===== src/kes_pkg.sv =====
package kes_pkg;

  // Internal angles keep 28 fraction bits, the same as the field format.
  localparam int FRAC_BITS    = 28;
  localparam int CORDIC_STEPS = 30;
  localparam int ANG_W        = 34;

  localparam logic signed [ANG_W-1:0] PI_Q      = 34'sd843314857;
  localparam logic signed [ANG_W-1:0] HALF_PI_Q = 34'sd421657428;
  localparam logic signed [ANG_W-1:0] TWO_PI_Q  = 34'sd1686629713;
  localparam logic signed [ANG_W-1:0] GAIN_Q    = 34'sd163008219;
  localparam logic signed [31:0]      ONE_Q     = 32'sd268435456;
  localparam logic [32:0]             RATIO_LIM = 33'h1_0000_0000;
  localparam logic [5:0]              DIV_TOP   = 6'd33;

  localparam logic [1:0] CFG_ITER_LIMIT = 2'd0;
  localparam logic [1:0] CFG_TOLERANCE  = 2'd1;

  typedef struct packed {
    logic [27:0] eccentricity;
    logic [30:0] mean_anomaly;
  } in_t;

  typedef struct packed {
    logic signed [31:0] eccentric_anomaly;
    logic               status;
    logic [6:0]         passes_used;
  } out_t;

  typedef enum logic [3:0] {
    S_IDLE,
    S_CINIT,
    S_ROT,
    S_MUL,
    S_EVAL,
    S_DINIT,
    S_DIV,
    S_UPD,
    S_DONE
  } state_t;

  typedef struct packed {
    logic load;
    logic cinit;
    logic rot;
    logic mul;
    logic eval;
    logic dinit;
    logic div;
    logic update;
  } cmd_t;

  typedef struct packed {
    logic               rot_last;
    logic               div_last;
    logic               converged;
    logic signed [31:0] e_out;
  } sts_t;

  // Arctangent of 2^-i in Q6.28, rounded to nearest.
  function automatic logic signed [ANG_W-1:0] atan_lut(input logic [4:0] i);
    logic signed [ANG_W-1:0] v;
    begin
      unique case (i)
        5'd0:    v = 34'sd210828714;
        5'd1:    v = 34'sd124459457;
        5'd2:    v = 34'sd65760959;
        5'd3:    v = 34'sd33381290;
        5'd4:    v = 34'sd16755422;
        5'd5:    v = 34'sd8385879;
        5'd6:    v = 34'sd4193963;
        5'd7:    v = 34'sd2097109;
        5'd8:    v = 34'sd1048571;
        5'd9:    v = 34'sd524287;
        5'd10:   v = 34'sd262144;
        5'd11:   v = 34'sd131072;
        5'd12:   v = 34'sd65536;
        5'd13:   v = 34'sd32768;
        5'd14:   v = 34'sd16384;
        5'd15:   v = 34'sd8192;
        5'd16:   v = 34'sd4096;
        5'd17:   v = 34'sd2048;
        5'd18:   v = 34'sd1024;
        5'd19:   v = 34'sd512;
        5'd20:   v = 34'sd256;
        5'd21:   v = 34'sd128;
        5'd22:   v = 34'sd64;
        5'd23:   v = 34'sd32;
        5'd24:   v = 34'sd16;
        5'd25:   v = 34'sd8;
        5'd26:   v = 34'sd4;
        5'd27:   v = 34'sd2;
        5'd28:   v = 34'sd1;
        5'd29:   v = 34'sd1;
        default: v = 34'sd0;
      endcase
      return v;
    end
  endfunction

endpackage


===== src/kes_ctrl.sv =====
module kes_ctrl
  import kes_pkg::*;
(
  input  logic       clk,
  input  logic       rst_n,
  input  logic       in_valid,
  output logic       in_ready,
  output logic       out_valid,
  input  logic       out_ready,
  output out_t       out_data,
  input  logic [6:0] iter_limit,
  input  sts_t       sts,
  output cmd_t       cmd
);

  state_t     state_r, state_nxt;
  logic [6:0] passes_r, passes_nxt;
  logic       stat_r, stat_nxt;
  logic       out_valid_r, out_valid_nxt;
  out_t       out_data_r, out_data_nxt;

  always_ff @(posedge clk) begin
    if (!rst_n) begin
      state_r     <= S_IDLE;
      out_valid_r <= 1'b0;
    end else begin
      state_r     <= state_nxt;
      out_valid_r <= out_valid_nxt;
    end
    passes_r   <= passes_nxt;
    stat_r     <= stat_nxt;
    out_data_r <= out_data_nxt;
  end

  always_comb begin
    state_nxt     = state_r;
    passes_nxt    = passes_r;
    stat_nxt      = stat_r;
    out_valid_nxt = out_valid_r && !out_ready;
    out_data_nxt  = out_data_r;
    cmd           = '0;
    in_ready      = 1'b0;
    unique case (state_r)
      S_IDLE: begin
        in_ready = 1'b1;
        if (in_valid) begin
          cmd.load   = 1'b1;
          passes_nxt = '0;
          if (iter_limit == 7'd0) begin
            stat_nxt  = 1'b1;
            state_nxt = S_DONE;
          end else begin
            state_nxt = S_CINIT;
          end
        end
      end
      S_CINIT: begin
        cmd.cinit = 1'b1;
        state_nxt = S_ROT;
      end
      S_ROT: begin
        cmd.rot = 1'b1;
        if (sts.rot_last) begin
          state_nxt = S_MUL;
        end
      end
      S_MUL: begin
        cmd.mul   = 1'b1;
        state_nxt = S_EVAL;
      end
      S_EVAL: begin
        cmd.eval  = 1'b1;
        state_nxt = S_DINIT;
      end
      S_DINIT: begin
        cmd.dinit = 1'b1;
        state_nxt = S_DIV;
      end
      S_DIV: begin
        cmd.div = 1'b1;
        if (sts.div_last) begin
          state_nxt = S_UPD;
        end
      end
      S_UPD: begin
        cmd.update = 1'b1;
        passes_nxt = passes_r + 7'd1;
        if (sts.converged) begin
          stat_nxt  = 1'b0;
          state_nxt = S_DONE;
        end else if (passes_r + 7'd1 == iter_limit) begin
          stat_nxt  = 1'b1;
          state_nxt = S_DONE;
        end else begin
          state_nxt = S_CINIT;
        end
      end
      S_DONE: begin
        if (!out_valid_r || out_ready) begin
          out_valid_nxt                  = 1'b1;
          out_data_nxt.eccentric_anomaly = sts.e_out;
          out_data_nxt.status            = stat_r;
          out_data_nxt.passes_used       = passes_r;
          state_nxt                      = S_IDLE;
        end
      end
      default: begin
        state_nxt = S_IDLE;
      end
    endcase
  end

  assign out_valid = out_valid_r;
  assign out_data  = out_data_r;

endmodule


===== config.mk =====
export PLATFORM = sky130hd
export DESIGN_NAME = kes_ctrl
export DESIGN_NICKNAME = d
export VERILOG_FILES = /design/src/kes_pkg.sv /design/src/kes_ctrl.sv
export SDC_FILE = /design/constraint.sdc
export NUM_CORES = 1
export LEC_CHECK = 0
export ABC_AREA = 1
export ABC_CLOCK_PERIOD_IN_PS = 4300
export BUFFER_PORTS_ARGS = -buffer_cell sky130_fd_sc_hd__buf_4
export CAP_MARGIN = 25
export CORE_MARGIN = 3
export CORE_UTILIZATION = 46
export CTS_BUF_LIST = sky130_fd_sc_hd__clkbuf_4 sky130_fd_sc_hd__clkbuf_8 sky130_fd_sc_hd__clkbuf_16
export DETAILED_ROUTE_END_ITERATION = 7
export GPL_TIMING_DRIVEN = 0
export PLACE_DENSITY = 0.79
export SLEW_MARGIN = 20
export SYNTH_ARGS = -nofsm -noshare
export SYNTH_HDL_FRONTEND = slang
export SYNTH_SLANG_ARGS = --single-unit

===== constraint.sdc =====
create_clock -name clk -period 4.3 [get_ports clk]
set_input_delay 1.29 -clock clk [delete_from_list [all_inputs] [get_ports clk]]
set_output_delay 1.29 -clock clk [all_outputs]
set_load 0.05 [all_outputs]

==> flow_summary_export.csv <==
group,metric,value,unit
power,ir_drop,0.506,mV
clock_tree,cts.clk_slew.worst_paths,0.09,ns
grt,overflow,0,
grt,grt_start_max_net_pins,22,
clock_tree,clk_path_buf_depth,2,
clock_tree,cts_tree,"done",
routing,num_vias,1583,
routing,drt_iter0_drc,68,
grt,grt_pass1_vias,1418,
power,p_leak,1.33,nW
clock_tree,clk_latency,0.29,ns
die,die_area,5470,sq um
die,ios,96,
power,p_comb_frac,0.382,
placement,port_buffers,95,
worst_setup_path,cp-start-kind,"input port",
die,start_util,0.481,
sta,tightest_slew,0.694,ns
clock_tree,cts_setup_buffers,0,
placement,dp_cells,328,
sta,drv_slew,0,
flow_run,maxCapViolCount,0,
worst_setup_path,critPathKind,"in2out",
power,pwr-share-seq,0.449,
clock_tree,cts-root-buf,"clkbuf_8",
synth,synth_nets,227,
power,clkPwrFrac,0.169,
cells_and_area,area_growth,42.5,%
sta,min_period_over_period,0.699,
synth,synth_warnings,0,
synth,yosysSeqAreaShare,0.726,
placement,dp_hpwl,3520,microns
cells_and_area,diodes,0,
sta,grt_setup_unrepaired,"no",
routing,firstDrtPassIters,4,
synth,postSynthAreaPerCell,11.8,sq um
routing,wl_per_cell,13.1,microns
sta,tns,0,ns
sta,period_needed,3.01,ns
power,power_density,520,nW/um^2
power,swShare,0.391,
clock_tree,numCtsBuffers,5,
routing,routed_wl,4400,microns
outcome,status,"finished, final reports clean",
cells_and_area,nets,330,
clock_tree,cts.sinks,53,
cells_and_area,drive_gt1_frac,0.426,
grt,grt_pass1_wl,6470,microns
clock_tree,ctsResizeCount,0,
die,core,4410,sq um
grt,track_usage,0.153,
power,internal-power,958,uW
worst_setup_path,endpoint_kind,"primary output",
synth,ys_types,20,
cells_and_area,layout_common_cells,"95 x buf_4, 48 x edfxtp_1, 34 x nand2_1",
die,dieHeight,73.9,microns
clock_tree,ctsHtreeMaxLevel,2,
placement,gp_congestion,0.814,
sta,fmax,333,MHz
synth,ys_ff_latch,53,
routing,drc,0,
die,rows,24,
power,switching_power,616,uW
cells_and_area,fin_cells,336,
worst_setup_path,timing.critical_path.arrival,1.72,ns
grt,antenna_found_initial,0,
synth,syn_inst,180,
worst_setup_path,ff2ff_setup_slack,2.47,ns
routing,viasPerCell,4.71,
worst_setup_path,cp.required,3.01,ns
die,die_w,73.9,microns
sta,fin_skew,0.00400,ns
sta,relSlewSlack,0.536,
worst_setup_path,cp_max_fo,2,
synth,netlist_area,2120,sq um
sta,finalSetupViolations,0,
cells_and_area,final_common_cell,"buf_4",
sta,hold_viol,0,
clock_tree,postCtsHoldBufs,0,
min_path,min_path_type,"reg2reg",
routing,antenna_left,0,
power by group through the flow:
stage / sequential, mW / combinational, mW / clock (mW)
4_1_cts: 0.708 / 0.609 / 0.274
5_1_grt: 0.718 / 0.646 / 0.298
3_3_place_gp: 0.722 / 0.584 / 0
2_1_floorplan: 0.858 / 0.278 / 0
6_report: 0.707 / 0.602 / 0.265
3_5_place_dp: 0.720 / 0.607 / 0
logic make-up after synthesis:
kind of cell,Yosys count,synth area share
AO/OA/AOI/OAI,10,0.0306
adder cells (fa/ha/maj),1,0.00589
buffers and inverters,32,0.0566
flip-flops,53,0.726
AND/OR/NAND/NOR,84,0.181
layout make-up:
cell class	count	area (sq um)
flip-flops and latches	53	1540
fillers	344	1390
repair buffers	96	741
multi-input cells	95	473
inverters	32	120
clock buffers	5	68.8
well taps	52	65.1
clock inverters	3	17.5
Yosys cell counts, drive strengths merged:
library cell  count  area [sq um]
ha                1          12.5
a21oi             7          38.8
nor3              4          20.0
o21ai             1          8.76
nor2             28           125
a221oi            1          8.76
nor4              1          6.26
nand3            11          65.1
o32ai             1          8.76
nand2            38           153
nand3b            2          15.0
edfxtp           48          1440
inv              32           120
dfxtp             5           100
through the flow:
stage / utilization / power (mW) / cell area (sq um) / hold WS, ns / setup slack [ns]
after floorplan: - / 1.14 / 2120 / 0.400 / 0.534
after global placement: 0.657 / 1.31 / 2900 / 0.405 / -0.215
after detailed placement: 0.666 / 1.33 / 2940 / 0.409 / 1.29
after CTS: 0.686 / 1.59 / 3030 / 0.432 / 1.29
after global routing: 0.686 / 1.66 / 3030 / 0.437 / 1.24
final: 0.686 / 1.57 / 3030 / 0.429 / 1.29
sequential cells by signal, indices dropped and copies added, names as in the netlist:
| name | cells |
|---|---|
| state_r | 4 |
| out_valid | 1 |
| out_data | 40 |
| passes_r | 7 |
| stat_r | 1 |
worst paths after layout:
path | endpoint | from | cells after the start
worst max-delay path | cmd[7] | in_valid | 4
worst min-delay path | out_data[7] | stat_r | 0
worst max register to register | stat_r | passes_r[0] | 12
worst min register to register | out_data[7] | stat_r | 0
worst max-delay path, cell delays in order:
cell and delay [ns]:
buf_4 0.08, inv_1 0.05, nor2_1 0.10, buf_4 0.20
routing by layer:
layer / track usage / vias up / wire [microns] / share of wire
met3: 0.0527 / 0 / 566 / 0.13
met4: 0.0302 / 0 / 0 / 0
met2: 0.245 / 77 / 2010 / 0.46
li1: - / 798 / - / -
met1: 0.205 / 708 / 1810 / 0.41
met5: 0 / - / 0 / 0
(Power assumes the default switching activity.)
